**src/hdl/mpes_pkg.sv**
```systemverilog
// ----------------------------------------------------------------------------
// mpes_pkg
// Shared types and tag codes for the MsgPack element skipper.
// ----------------------------------------------------------------------------
`default_nettype none

package mpes_pkg;

  // pending element counter width (twice a 32-bit map count plus headroom)
  localparam int unsigned PEND_W   = 34;
  localparam int unsigned LENOUT_W = 32;

  typedef enum logic [1:0] {
    PH_TYPE   = 2'd0,
    PH_HEADER = 2'd1,
    PH_SKIP   = 2'd2,
    PH_DONE   = 2'd3
  } phase_e;

  typedef enum logic [1:0] {
    KIND_LEN   = 2'd0,
    KIND_ARRAY = 2'd1,
    KIND_MAP   = 2'd2
  } kind_e;

  typedef enum logic [1:0] {
    ST_OK    = 2'd0,
    ST_TRUNC = 2'd1,
    ST_UNSUP = 2'd2
  } status_e;

  // type byte ranges
  localparam logic [7:0] POSFIX_MAX   = 8'h7F;
  localparam logic [7:0] NEGFIX_MIN   = 8'hE0;
  localparam logic [7:0] FIXMAP_MIN   = 8'h80;
  localparam logic [7:0] FIXMAP_MAX   = 8'h8F;
  localparam logic [7:0] FIXARR_MIN   = 8'h90;
  localparam logic [7:0] FIXARR_MAX   = 8'h9F;
  localparam logic [7:0] FIXSTR_MIN   = 8'hA0;
  localparam logic [7:0] FIXSTR_MAX   = 8'hBF;
  localparam logic [7:0] FIXSTR_MASK  = 8'h1F;
  localparam logic [7:0] FIXCNT_MASK  = 8'h0F;

  // single type bytes
  localparam logic [7:0] TAG_NIL      = 8'hC0;
  localparam logic [7:0] TAG_FALSE    = 8'hC2;
  localparam logic [7:0] TAG_TRUE     = 8'hC3;
  localparam logic [7:0] TAG_BIN8     = 8'hC4;
  localparam logic [7:0] TAG_BIN16    = 8'hC5;
  localparam logic [7:0] TAG_BIN32    = 8'hC6;
  localparam logic [7:0] TAG_FLOAT32  = 8'hCA;
  localparam logic [7:0] TAG_FLOAT64  = 8'hCB;
  localparam logic [7:0] TAG_UINT8    = 8'hCC;
  localparam logic [7:0] TAG_UINT16   = 8'hCD;
  localparam logic [7:0] TAG_UINT32   = 8'hCE;
  localparam logic [7:0] TAG_UINT64   = 8'hCF;
  localparam logic [7:0] TAG_INT8     = 8'hD0;
  localparam logic [7:0] TAG_INT16    = 8'hD1;
  localparam logic [7:0] TAG_INT32    = 8'hD2;
  localparam logic [7:0] TAG_INT64    = 8'hD3;
  localparam logic [7:0] TAG_STR8     = 8'hD9;
  localparam logic [7:0] TAG_STR16    = 8'hDA;
  localparam logic [7:0] TAG_STR32    = 8'hDB;
  localparam logic [7:0] TAG_ARRAY16  = 8'hDC;
  localparam logic [7:0] TAG_ARRAY32  = 8'hDD;
  localparam logic [7:0] TAG_MAP16    = 8'hDE;
  localparam logic [7:0] TAG_MAP32    = 8'hDF;

  // decoded type byte
  typedef struct packed {
    logic        unsupported;
    logic        start_hdr;    // a length or count field of one or more bytes follows
    logic [2:0]  hdr_bytes;
    kind_e       kind;
    logic        start_skip;   // nonzero payload follows
    logic [4:0]  skip_len;
    logic [4:0]  pending_add;  // elements added by a fix container
  } dec_t;

  // one result item
  typedef struct packed {
    status_e              status;
    logic [LENOUT_W-1:0]  length;
  } res_t;

endpackage

`default_nettype wire

```
**src/hdl/mpes_if.sv**
```systemverilog
// ----------------------------------------------------------------------------
// mpes_if
// Valid/ready stream channels for the byte input and the result output.
// ----------------------------------------------------------------------------
`default_nettype none

interface mpes_in_if;
  logic       valid;
  logic       ready;
  logic [7:0] data_byte;
  logic       last_byte;

  modport source (output valid, output data_byte, output last_byte, input ready);
  modport sink   (input valid, input data_byte, input last_byte, output ready);
endinterface

interface mpes_out_if;
  logic        valid;
  logic        ready;
  logic [1:0]  status;
  logic [31:0] element_length;

  modport source (output valid, output status, output element_length, input ready);
  modport sink   (input valid, input status, input element_length, output ready);
endinterface

`default_nettype wire

```
**src/hdl/mpes_type_decode.sv**
```systemverilog
// ----------------------------------------------------------------------------
// mpes_type_decode
// Classifies a MsgPack type byte: scalar, fix container, header, skip or unsupported.
// ----------------------------------------------------------------------------
`default_nettype none

module mpes_type_decode (
  input  logic [7:0]     type_byte_i,
  output mpes_pkg::dec_t dec_o
);

  always_comb begin
    dec_o             = '0;
    dec_o.kind        = mpes_pkg::KIND_LEN;
    if (type_byte_i <= mpes_pkg::POSFIX_MAX || type_byte_i >= mpes_pkg::NEGFIX_MIN ||
        type_byte_i == mpes_pkg::TAG_NIL || type_byte_i == mpes_pkg::TAG_FALSE ||
        type_byte_i == mpes_pkg::TAG_TRUE) begin
      // complete in one byte
    end else if (type_byte_i >= mpes_pkg::FIXSTR_MIN &&
                 type_byte_i <= mpes_pkg::FIXSTR_MAX) begin
      dec_o.skip_len   = 5'(type_byte_i & mpes_pkg::FIXSTR_MASK);
      dec_o.start_skip = (dec_o.skip_len != 5'd0);
    end else if (type_byte_i >= mpes_pkg::FIXARR_MIN &&
                 type_byte_i <= mpes_pkg::FIXARR_MAX) begin
      dec_o.pending_add = 5'(type_byte_i & mpes_pkg::FIXCNT_MASK);
    end else if (type_byte_i >= mpes_pkg::FIXMAP_MIN &&
                 type_byte_i <= mpes_pkg::FIXMAP_MAX) begin
      dec_o.pending_add = {type_byte_i[3:0], 1'b0};
    end else begin
      case (type_byte_i)
        mpes_pkg::TAG_BIN8, mpes_pkg::TAG_STR8: begin
          dec_o.start_hdr = 1'b1;
          dec_o.hdr_bytes = 3'd1;
        end
        mpes_pkg::TAG_BIN16, mpes_pkg::TAG_STR16: begin
          dec_o.start_hdr = 1'b1;
          dec_o.hdr_bytes = 3'd2;
        end
        mpes_pkg::TAG_BIN32, mpes_pkg::TAG_STR32: begin
          dec_o.start_hdr = 1'b1;
          dec_o.hdr_bytes = 3'd4;
        end
        mpes_pkg::TAG_UINT8, mpes_pkg::TAG_INT8: begin
          dec_o.start_skip = 1'b1;
          dec_o.skip_len   = 5'd1;
        end
        mpes_pkg::TAG_UINT16, mpes_pkg::TAG_INT16: begin
          dec_o.start_skip = 1'b1;
          dec_o.skip_len   = 5'd2;
        end
        mpes_pkg::TAG_FLOAT32, mpes_pkg::TAG_UINT32, mpes_pkg::TAG_INT32: begin
          dec_o.start_skip = 1'b1;
          dec_o.skip_len   = 5'd4;
        end
        mpes_pkg::TAG_FLOAT64, mpes_pkg::TAG_UINT64, mpes_pkg::TAG_INT64: begin
          dec_o.start_skip = 1'b1;
          dec_o.skip_len   = 5'd8;
        end
        mpes_pkg::TAG_ARRAY16: begin
          dec_o.start_hdr = 1'b1;
          dec_o.hdr_bytes = 3'd2;
          dec_o.kind      = mpes_pkg::KIND_ARRAY;
        end
        mpes_pkg::TAG_ARRAY32: begin
          dec_o.start_hdr = 1'b1;
          dec_o.hdr_bytes = 3'd4;
          dec_o.kind      = mpes_pkg::KIND_ARRAY;
        end
        mpes_pkg::TAG_MAP16: begin
          dec_o.start_hdr = 1'b1;
          dec_o.hdr_bytes = 3'd2;
          dec_o.kind      = mpes_pkg::KIND_MAP;
        end
        mpes_pkg::TAG_MAP32: begin
          dec_o.start_hdr = 1'b1;
          dec_o.hdr_bytes = 3'd4;
          dec_o.kind      = mpes_pkg::KIND_MAP;
        end
        default: begin
          dec_o.unsupported = 1'b1;  // ext types and the reserved byte
        end
      endcase
    end
  end

endmodule

`default_nettype wire

```
**src/hdl/mpes_walker.sv**
```systemverilog
// ----------------------------------------------------------------------------
// mpes_walker
// Parse state registers and per-byte next-state logic of the skipper.
// ----------------------------------------------------------------------------
`default_nettype none

module mpes_walker #(
  parameter int unsigned LEN_BITS = 32
) (
  input  logic           clk_i,
  input  logic           rst_ni,
  input  logic           accept_i,
  input  logic [7:0]     data_byte_i,
  input  logic           last_byte_i,
  output logic           emit_o,
  output mpes_pkg::res_t res_o
);

  localparam int unsigned PW = mpes_pkg::PEND_W;

  mpes_pkg::phase_e phase_q, phase_d;
  mpes_pkg::kind_e  kind_q, kind_d;
  logic [PW-1:0]       pend_q, pend_d;
  logic [2:0]          hleft_q, hleft_d;
  logic [31:0]         asm_q, asm_d;
  logic [31:0]         skip_q, skip_d;
  logic [LEN_BITS-1:0] cnt_q, cnt_d;

  mpes_pkg::dec_t dec;

  logic [LEN_BITS-1:0] cnt_inc;
  logic [PW-1:0]       pend_dec, pend_base, add_val, pend_sum;
  logic [PW:0]         pend_wide;
  logic [31:0]         asm_next, skip_dec;
  logic [2:0]          hleft_dec;
  logic                ended;

  mpes_type_decode u_dec (
    .type_byte_i (data_byte_i),
    .dec_o       (dec)
  );

  assign cnt_inc   = (cnt_q != '1) ? cnt_q + 1'b1 : cnt_q;
  assign pend_dec  = (pend_q != '0) ? pend_q - 1'b1 : pend_q;
  assign asm_next  = {asm_q[23:0], data_byte_i};
  assign hleft_dec = (hleft_q != 3'd0) ? hleft_q - 3'd1 : hleft_q;
  assign skip_dec  = (skip_q != 32'd0) ? skip_q - 32'd1 : skip_q;

  // one saturating add serves both fix containers and count headers
  always_comb begin
    pend_base = (phase_q == mpes_pkg::PH_TYPE) ? pend_dec : pend_q;
    add_val   = '0;
    if (phase_q == mpes_pkg::PH_TYPE) begin
      add_val = PW'(dec.pending_add);
    end else if (phase_q == mpes_pkg::PH_HEADER) begin
      case (kind_q)
        mpes_pkg::KIND_ARRAY: add_val = PW'(asm_next);
        mpes_pkg::KIND_MAP:   add_val = PW'({asm_next, 1'b0});
        default:              add_val = '0;
      endcase
    end
    pend_wide = {1'b0, pend_base} + {1'b0, add_val};
    pend_sum  = pend_wide[PW] ? '1 : pend_wide[PW-1:0];
  end

  always_comb begin
    phase_d    = phase_q;
    kind_d     = kind_q;
    pend_d     = pend_q;
    hleft_d    = hleft_q;
    asm_d      = asm_q;
    skip_d     = skip_q;
    cnt_d      = cnt_inc;
    ended      = 1'b0;
    emit_o     = 1'b0;
    res_o.status = mpes_pkg::ST_OK;
    res_o.length = mpes_pkg::LENOUT_W'(cnt_inc);

    case (phase_q)
      mpes_pkg::PH_TYPE: begin
        pend_d = pend_sum;
        if (dec.unsupported) begin
          emit_o       = 1'b1;
          res_o.status = mpes_pkg::ST_UNSUP;
        end else if (dec.start_hdr) begin
          phase_d = mpes_pkg::PH_HEADER;
          hleft_d = dec.hdr_bytes;
          kind_d  = dec.kind;
          asm_d   = '0;
        end else if (dec.start_skip) begin
          phase_d = mpes_pkg::PH_SKIP;
          skip_d  = 32'(dec.skip_len);
        end else begin
          ended = 1'b1;
        end
      end
      mpes_pkg::PH_HEADER: begin
        asm_d   = asm_next;
        hleft_d = hleft_dec;
        if (hleft_dec == 3'd0) begin
          if (kind_q == mpes_pkg::KIND_ARRAY || kind_q == mpes_pkg::KIND_MAP) begin
            pend_d = pend_sum;
            ended  = 1'b1;
          end else if (asm_next == 32'd0) begin
            ended = 1'b1;
          end else begin
            phase_d = mpes_pkg::PH_SKIP;
            skip_d  = asm_next;
          end
        end
      end
      mpes_pkg::PH_SKIP: begin
        skip_d = skip_dec;
        ended  = (skip_dec == 32'd0);
      end
      default: begin
        cnt_d = cnt_q;  // trailing bytes are not counted
      end
    endcase

    if (phase_q != mpes_pkg::PH_DONE) begin
      if (ended) begin
        if (pend_d == '0) begin
          emit_o       = 1'b1;
          res_o.status = mpes_pkg::ST_OK;
        end else begin
          phase_d = mpes_pkg::PH_TYPE;
        end
      end
      if (!emit_o && last_byte_i) begin
        emit_o       = 1'b1;
        res_o.status = mpes_pkg::ST_TRUNC;
      end
      if (emit_o) begin
        phase_d = mpes_pkg::PH_DONE;
      end
    end

    // the last byte of a buffer always readies the walker for the next one
    if (last_byte_i) begin
      phase_d = mpes_pkg::PH_TYPE;
      kind_d  = mpes_pkg::KIND_LEN;
      pend_d  = PW'(1);
      hleft_d = '0;
      asm_d   = '0;
      skip_d  = '0;
      cnt_d   = '0;
    end
  end

  always_ff @(posedge clk_i or negedge rst_ni) begin
    if (!rst_ni) begin
      phase_q <= mpes_pkg::PH_TYPE;
      kind_q  <= mpes_pkg::KIND_LEN;
      pend_q  <= PW'(1);
      hleft_q <= '0;
      asm_q   <= '0;
      skip_q  <= '0;
      cnt_q   <= '0;
    end else if (accept_i) begin
      phase_q <= phase_d;
      kind_q  <= kind_d;
      pend_q  <= pend_d;
      hleft_q <= hleft_d;
      asm_q   <= asm_d;
      skip_q  <= skip_d;
      cnt_q   <= cnt_d;
    end
  end

endmodule

`default_nettype wire

```
**src/hdl/msgpack_element_skipper_core.sv**
```systemverilog
// ----------------------------------------------------------------------------
// msgpack_element_skipper_core
// Streaming skipper of one MsgPack element, one byte per clock unless a waiting result holds off the input.
// ----------------------------------------------------------------------------
// Result: a result is registered and appears on the output in the cycle after the byte that ends it.
// Throughput: one byte per cycle while no result waits or the sink is ready; the walker state and
//   the result register are updated in the same cycle, so bytes stream back to back.
// Reset: rst_ni clears the walker to expect a type byte with one pending
//   element, and empties the result register.
// ----------------------------------------------------------------------------
`default_nettype none

module msgpack_element_skipper_core #(
  parameter int unsigned LEN_BITS = 32  // width of the byte counter, 16..32
) (
  input  logic              clk_i,
  input  logic              rst_ni,
  mpes_in_if.sink           inp_i,
  mpes_out_if.source        res_o
);

  // A byte transfer is taken whenever the result register is empty or is
  // being drained in this same cycle, so a waiting result never stalls the
  // stream unless the sink itself holds off.
  logic           accept;
  logic           emit;
  mpes_pkg::res_t res_d;
  mpes_pkg::res_t res_q;
  logic           res_valid_q, res_valid_d;

  assign inp_i.ready = !res_valid_q || res_o.ready;
  assign accept      = inp_i.valid && inp_i.ready;

  // Walker: type decode, header assembly, payload skip and the pending
  // element count, all resolved for the accepted byte in one pass.
  mpes_walker #(
    .LEN_BITS (LEN_BITS)
  ) u_walker (
    .clk_i       (clk_i),
    .rst_ni      (rst_ni),
    .accept_i    (accept),
    .data_byte_i (inp_i.data_byte),
    .last_byte_i (inp_i.last_byte),
    .emit_o      (emit),
    .res_o       (res_d)
  );

  // Result register: loads on a byte that produces a result, clears when
  // the sink takes the transfer.
  always_comb begin
    if (accept && emit) begin
      res_valid_d = 1'b1;
    end else if (res_o.ready) begin
      res_valid_d = 1'b0;
    end else begin
      res_valid_d = res_valid_q;
    end
  end

  always_ff @(posedge clk_i or negedge rst_ni) begin
    if (!rst_ni) begin
      res_valid_q <= 1'b0;
    end else begin
      res_valid_q <= res_valid_d;
    end
  end

  // payload needs no reset
  always_ff @(posedge clk_i) begin
    if (accept && emit) begin
      res_q <= res_d;
    end
  end

  assign res_o.valid          = res_valid_q;
  assign res_o.status         = res_q.status;
  assign res_o.element_length = res_q.length;

endmodule

`default_nettype wire
```
**src/flat_wrapper.sv**
```systemverilog
// flat-port wrapper written by rule: the top's interface ports become plain ports
module msgpack_element_skipper_core_flat 
#(
  parameter int unsigned LEN_BITS = 32                                      
)
  (clk_i, rst_ni, inp_i_valid, inp_i_data_byte, inp_i_last_byte, inp_i_ready, res_o_valid, res_o_status, res_o_element_length, res_o_ready);
  mpes_in_if inp_i_i ();
  mpes_out_if res_o_i ();
  input  logic clk_i;
  input  logic rst_ni;
  input wire logic [$bits(inp_i_i.valid)-1:0] inp_i_valid;
  input wire logic [$bits(inp_i_i.data_byte)-1:0] inp_i_data_byte;
  input wire logic [$bits(inp_i_i.last_byte)-1:0] inp_i_last_byte;
  output wire logic [$bits(inp_i_i.ready)-1:0] inp_i_ready;
  output wire logic [$bits(res_o_i.valid)-1:0] res_o_valid;
  output wire logic [$bits(res_o_i.status)-1:0] res_o_status;
  output wire logic [$bits(res_o_i.element_length)-1:0] res_o_element_length;
  input wire logic [$bits(res_o_i.ready)-1:0] res_o_ready;
  assign inp_i_i.valid = inp_i_valid;
  assign inp_i_i.data_byte = inp_i_data_byte;
  assign inp_i_i.last_byte = inp_i_last_byte;
  assign inp_i_ready = inp_i_i.ready;
  assign res_o_valid = res_o_i.valid;
  assign res_o_status = res_o_i.status;
  assign res_o_element_length = res_o_i.element_length;
  assign res_o_i.ready = res_o_ready;
  msgpack_element_skipper_core #(.LEN_BITS(LEN_BITS)) u_core (.clk_i(clk_i), .rst_ni(rst_ni), .inp_i(inp_i_i), .res_o(res_o_i));
endmodule
```
**config.mk**
```make
export PLATFORM = sky130hd
export DESIGN_NAME = msgpack_element_skipper_core_flat
export DESIGN_NICKNAME = d
export VERILOG_FILES = /design/src/hdl/mpes_pkg.sv /design/src/hdl/mpes_if.sv /design/src/hdl/mpes_type_decode.sv /design/src/hdl/mpes_walker.sv /design/src/hdl/msgpack_element_skipper_core.sv /design/src/flat_wrapper.sv
export SDC_FILE = /design/constraint.sdc
export NUM_CORES = 1
export LEC_CHECK = 0
export ABC_AREA = 1
export BUFFER_PORTS_ARGS = -buffer_cell sky130_fd_sc_hd__buf_4
export CAP_MARGIN = 20
export CORE_MARGIN = 5
export CORE_UTILIZATION = 25
export CTS_CLUSTER_SIZE = 30
export DETAILED_ROUTE_END_ITERATION = 12
export MAX_ROUTING_LAYER = met4
export PLACE_DENSITY = 0.46
export SETUP_SLACK_MARGIN = 0.02
export SKIP_CTS_REPAIR_TIMING = 1
export SLEW_MARGIN = 20
export SYNTH_ARGS = -nofsm -noshare
export SYNTH_HDL_FRONTEND = slang
export SYNTH_HIERARCHICAL = 1
export SYNTH_SLANG_ARGS = --single-unit
```
**constraint.sdc**
```tcl
create_clock -name clk_i -period 6.5 [get_ports clk_i]
set_clock_uncertainty 0.05 [all_clocks]
set_input_delay 0.325 -clock clk_i [delete_from_list [all_inputs] [get_ports clk_i]]
set_output_delay 0.325 -clock clk_i [all_outputs]
set_load 0.01 [all_outputs]
```
==> results.toml, run 1 <==
[critical_path]
cpPeakStageDelay_ns = 0.55
worstPathArrival_ns = 6.14
crit_top_cell = "nand2_1"
crit_buf_inv = 7
crit_path_start_kind = "register"
cp_slowest_cell = "dfstp_2"
crit_path_end_kind = "register"
path_delay_family = "simple AND/OR/NAND/NOR gates"
path_max_fanout = 17
worstPathRequired_ns = 6.65
critPathKind = "reg2reg"

[run_status]
status = "complete, no violations"

[clocking]
cts_tree = "done"
clk-insertion-delay-late_ns = 0.49
root_buffer = "clkbuf_16"
cts_buffers = 17
clkSlewWorstSetupHoldPaths_ns = 0.07
clock-sinks = 164
cts_max_path_buffers = 2
h-tree-depth = 4

[finish]
layout.nets = 2337
n_antenna_cell = 0
area_growth_pct = 14.3
stdcell_area_sq_mm = 0.0163
fillers = 6293
final-instance-count-excl-fill = 3045
drive_gt1_share_pct = 9.96

[drt]
viasPerCell = 4.89
drtPass1Iterations = 6
routed.top_layer = "met4"
vias = 14900
drc = 0
met1_length_mm = 26.0
postRouteAntennaNets = 0
wire_per_inst_um = 18.1
first_iter_violations = 1220
routed_wl_mm = 55.1
wl_met3_mm = 3.41
dr_wl_met2_mm = 24.4

[timing]
timing.final.crit_share_pct = 92.2
worst_pin_slew_ns = 1.01
hold_violations = 0
setup_viol = 0
drv_slew = 0
fin_crit_ns = 5.99
fmax_mhz = 167
setup_slack_ns = 0.510
slew_headroom_pct = 32.5

[grt]
grt_pass1_vias = 14000
grt_max_degree = 71
grt_overflow_total = 0
grt_pass1_wl_mm = 84.6
grt_antenna_before_repair = 1
grt.total_usage_pct = 17.8

[synthesis]
ys_warn_count = 6
yosys-top-cells-area = "dfrtp_1, nand2_1, inv_1, edfxtp_1, nor2_1"
synthFlopType = "dfrtp_1"
netlist_instances = 2241
netlist.area_leader.share_pct = 22.6
synth_top_cell_by_area = "dfrtp_1"
synth.distinct_cells = 57
synth-edff-count = 34
synth_area_per_cell_sq_um = 6.37
syn-cell-area_sq_mm = 0.0143
seq_area_frac_synth_pct = 30.0
async_reset_ff_share_pct = 79.3
syn_nets = 2302
ys_seq_elements = 164

[placed_design]
place.gp.congestion = 0.964
hpwlAfterDp_mm = 42.6
placed_cell_area_sq_mm = 0.0155
post-place-ws_ns = 0.108
dp.cells = 3006
io_buffers = 48

[power]
power.density_mw_per_mm2 = 475
vdd_ir_drop_max_v = 0.000344
leakage_nw = 7.79

[floorplan]
die_area_sq_mm = 0.0619
die_height_um = 249
io_pins = 49
num_rows = 87
die_w_um = 249
core_sq_mm = 0.0565
initial_core_util_pct = 25.2

[min_path]
min_path_type = "in2reg"

[run]
drv_cap = 0
[worst min-delay path, delay by kind of cell]
family / cells / cell delay, ns
AOI/OAI and AO/OA: 1 / 0.06
buffers and inverters: 2 / 0.16
[state kept, by name (all words and copies together), names as in the netlist]
register and flops:
u_core/u_walker/kind_q 2, u_core/res_o.valid 1, u_core/res_o.element_length 32, u_core/u_walker/asm_q 24, u_core/u_walker/pend_q 34, u_core/u_walker/cnt_q 32, u_core/res_o.status 2, u_core/u_walker/hleft_q 3
u_core/u_walker/skip_q 32, u_core/u_walker/phase_q 2
[metrics by stage]
step	hold WS, ns	total power, W	TNS (ns)	utilization, %
finish	0.0583	0.00774	0	28.8
detailed placement	0.381	0.00655	0	27.4
global route	0.0592	0.00841	-0.449	28.8
global placement	0.396	0.00658	0	27.4
floorplan	-0.0206	0.00495	0	-
CTS	-0.165	0.00762	0	28.4
[final timing paths]
| check | from | to | slack (ns) | cells past startpoint |
|---|---|---|---|---|
| setup / recovery | u_core/u_walker/pend_q[0] | u_core/res_o.element_length[2] | 0.51 | 42 |
| hold / removal | inp_i_valid | u_core/res_o.valid | 0.06 | 3 |
| setup reg to reg | u_core/u_walker/pend_q[0] | u_core/res_o.element_length[2] | 0.51 | 42 |
| hold reg to reg | u_core/u_walker/hleft_q[0] | u_core/u_walker/hleft_q[0] | 0.45 | 2 |
| max in group asynchronous | rst_ni | u_core/u_walker/skip_q[11] | 4.60 | 3 |
| min in group asynchronous | rst_ni | u_core/u_walker/pend_q[22] | 0.40 | 2 |
[power breakdown]
group	total, W	switching, W	internal [W]
Sequential	0.00144	0.000198	0.00125
Clock	0.00103	0.000493	0.000539
Combinational	0.00526	0.00362	0.00164
[placed cells by master, fill, tap and decap left out, types with 25 or more instances in the layout]
master    synthesis  layout
nand2_1         661     658
buf_4             4      80
ha_1             47      43
o211ai_1         26      26
a21oi_1          96      90
nor2_1          269     257
o22ai_1          62      62
inv_1           310     310
xor2_1           68      66
nand3_1         108     106
dfrtp_1         129     129
nand4_1          40      40
nor3_1           32      25
edfxtp_1         34      34
o21ai_0         123     122
[cell usage after synthesis, types with 3 or more instances]
| cell | instances |
|---|---|
| a22o_1 | 7 |
| ha_1 | 47 |
| o22ai_1 | 62 |
| xnor2_1 | 4 |
| inv_1 | 310 |
| or2_2 | 6 |
| dfrtp_1 | 129 |
| buf_1 | 8 |
| nand3_1 | 108 |
| o21ai_0 | 123 |
| nor2_1 | 269 |
| nor2_2 | 12 |
| nand2_2 | 14 |
| clkbuf_1 | 44 |
| o41ai_1 | 6 |
| a31oi_1 | 3 |
| a21oi_2 | 4 |
| nand3_2 | 4 |
| o21bai_1 | 6 |
| buf_2 | 8 |
| clkinv_1 | 4 |
| edfxtp_1 | 34 |
| a32o_1 | 3 |
| o31ai_1 | 12 |
| buf_4 | 4 |
| xor2_1 | 68 |
| inv_2 | 22 |
| nor2_4 | 4 |
| o211ai_1 | 26 |
| a21oi_1 | 96 |
| o21ai_1 | 3 |
| nor3_1 | 32 |
| nand2_1 | 661 |
| nand4_1 | 40 |
| nor4_1 | 22 |
| nand3b_1 | 7 |
[layout make-up]
cell class	instances	area (sq um)	area share [%]
Tap cell	756	946	5.80
Clock buffer	21	482	2.96
Clock inverter	11	92.6	0.568
Inverter	336	1260	7.75
Sequential cell	164	4280	26.2
Timing Repair Buffer	84	667	4.09
Multi-Input combinational cell	1673	8570	52.6
[routing by layer]
metal | up-vias | GRT usage, %
met5 | - | -
met4 | 0 | 4.68
met3 | 77 | 3.59
met2 | 444 | 26.7
met1 | 7013 | 24.7
li1 | 7344 | -
[cell families after synthesis]
logic type | after synthesis | share of synthesized area (%)
AOI/OAI and AO/OA | 358 | 14.7
xor gates and xnor gates | 73 | 4.53
adders and majority gates | 48 | 4.26
buffers and inverters | 404 | 11.1
DFF | 164 | 30.0
and+or+nand+nor | 1194 | 35.5
(Power assumes the default switching activity.)
==> run 2: changes to the inputs <==
PLACE_DENSITY = 0.47   (was 0.46)
clock period = 5.5 ns   (was 6.5 ns; I/O delays follow)
==> results.toml, run 2 (synthesis gave the netlist of run 1 again) <==
[run_status]
status = "complete, but fails checks"
violations = "negative setup slack"

[floorplan]
core_sq_mm = 0.0565
num_rows = 87
die_height_um = 249
die_area_sq_mm = 0.0619
io_pins = 49
initial_core_util_pct = 25.2
die_w_um = 249

[power]
leakage_nw = 9.22
vdd_ir_drop_max_v = 0.000449
power.density_mw_per_mm2 = 561

[clocking]
clkSlewWorstSetupHoldPaths_ns = 0.07
cts_buffers = 17
clk-insertion-delay-late_ns = 0.48
cts_tree = "done"
cts_max_path_buffers = 2
root_buffer = "clkbuf_16"
h-tree-depth = 4
clock-sinks = 164

[timing]
setup_viol = 34
drv_slew = 0
hold_violations = 0
timing.final.crit_share_pct = 105
rsz0062_at_grt = "yes"
setup_slack_ns = -0.283
fmax_mhz = 173
slew_headroom_pct = 35.4
worst_pin_slew_ns = 0.969
fin_crit_ns = 5.78

[grt]
grt_pass1_vias = 15400
grt.total_usage_pct = 18.7
grt_pass1_wl_mm = 89.6
grt_antenna_before_repair = 0
grt_overflow_total = 0
grt_max_degree = 60

[placed_design]
io_buffers = 48
placed_cell_area_sq_mm = 0.0174
post-place-ws_ns = -0.642
place.gp.congestion = 0.952
hpwlAfterDp_mm = 46.2

[min_path]
min_path_type = "in2reg"

[finish]
drive_gt1_share_pct = 22.3
n_antenna_cell = 0
area_growth_pct = 31.7
layout.nets = 2597
final_common_cell = "nand2_1"
largest_register = "u_core/u_walker/pend_q"
layout.cells.most_common_list = "nand2_1, buf_4, inv_1"
largest_reg_flops = 34
stdcell_area_sq_mm = 0.0188

[drt]
drc = 0
wire_per_inst_um = 17.8
routed_wl_mm = 58.7
vias = 15900
viasPerCell = 4.82
drtPass1Iterations = 7
postRouteAntennaNets = 0
first_iter_violations = 1147

[critical_path]
path_delay_family = "simple AND/OR/NAND/NOR gates"
crit_path_start_kind = "register"
cpPeakStageDelay_ns = 0.54
worstPathArrival_ns = 5.93
crit_buf_inv = 7
crit_top_cell = "nand2_2"
worstPathRequired_ns = 5.65
path_max_fanout = 8
crit_path_end_kind = "register"
cp_slowest_cell = "dfstp_2"
critPathKind = "reg2reg"

[run]
drv_cap = 0
## run 2: worst min-delay path, stage by stage
cell     delay [ns]
buf_4          0.08
inv_1          0.03
nand2_2        0.08
o21ai_2        0.05
## run 2: layer usage
layer / vias to the layer above / global-route usage, % / share of wire, %
met5: - / - / 0
met3: 62 / 2.70 / 4.9
met1: 7569 / 25.7 / 48
met4: 0 / 4.70 / 1.9
met2: 423 / 29.3 / 45
li1: 7863 / - / -
## run 2: final cells by class
type,instances,area (sq um)
clock buffer,18,429
clock inverter,14,128
fill,6172,37700
inverter,336,1270
multi-input combinational,1673,9050
sequential,164,4280
tap,756,946
timing repair buffer,344,2690
## run 2: path summary, 6_finish.rpt
kind	cells past startpoint	slack, ns	startpoint	endpoint
max in group asynchronous	3	4.11	rst_ni	u_core/u_walker/asm_q[18]
min in group asynchronous	2	0.19	rst_ni	u_core/u_walker/pend_q[22]
min	4	0.02	res_o_ready	u_core/res_o.valid
max reg2reg	40	-0.28	u_core/u_walker/pend_q[0]	u_core/res_o.element_length[24]
min reg2reg	2	0.46	u_core/u_walker/hleft_q[0]	u_core/u_walker/hleft_q[0]
max	40	-0.28	u_core/u_walker/pend_q[0]	u_core/res_o.element_length[24]
## run 2: metrics by stage
| step | setup TNS, ns | std cells | power, W | hold WS, ns | util [%] |
|---|---|---|---|---|---|
| 4_1_cts | -25.20 | 3291 | 0.0101 | -0.443 | 31.9 |
| 6_report | -8.77 | 3305 | 0.0105 | 0.0217 | 33.3 |
| 3_3_place_gp | -19.04 | 3259 | 0.00887 | 0.0888 | 30.9 |
| 3_5_place_dp | -22.94 | 3259 | 0.00883 | 0.0861 | 30.9 |
| 5_1_grt | -20.90 | 3305 | 0.0114 | 0.0435 | 33.3 |
| 2_1_floorplan | 0 | 2241 | 0.00586 | -0.0706 | - |
## run 2: power by group
part           internal [W]  switching, W  leakage (nW)
clock              0.000626      0.000571         0.261
combinational       0.00289       0.00482          6.83
sequential          0.00147      0.000177          2.12
total               0.00498       0.00556          9.22
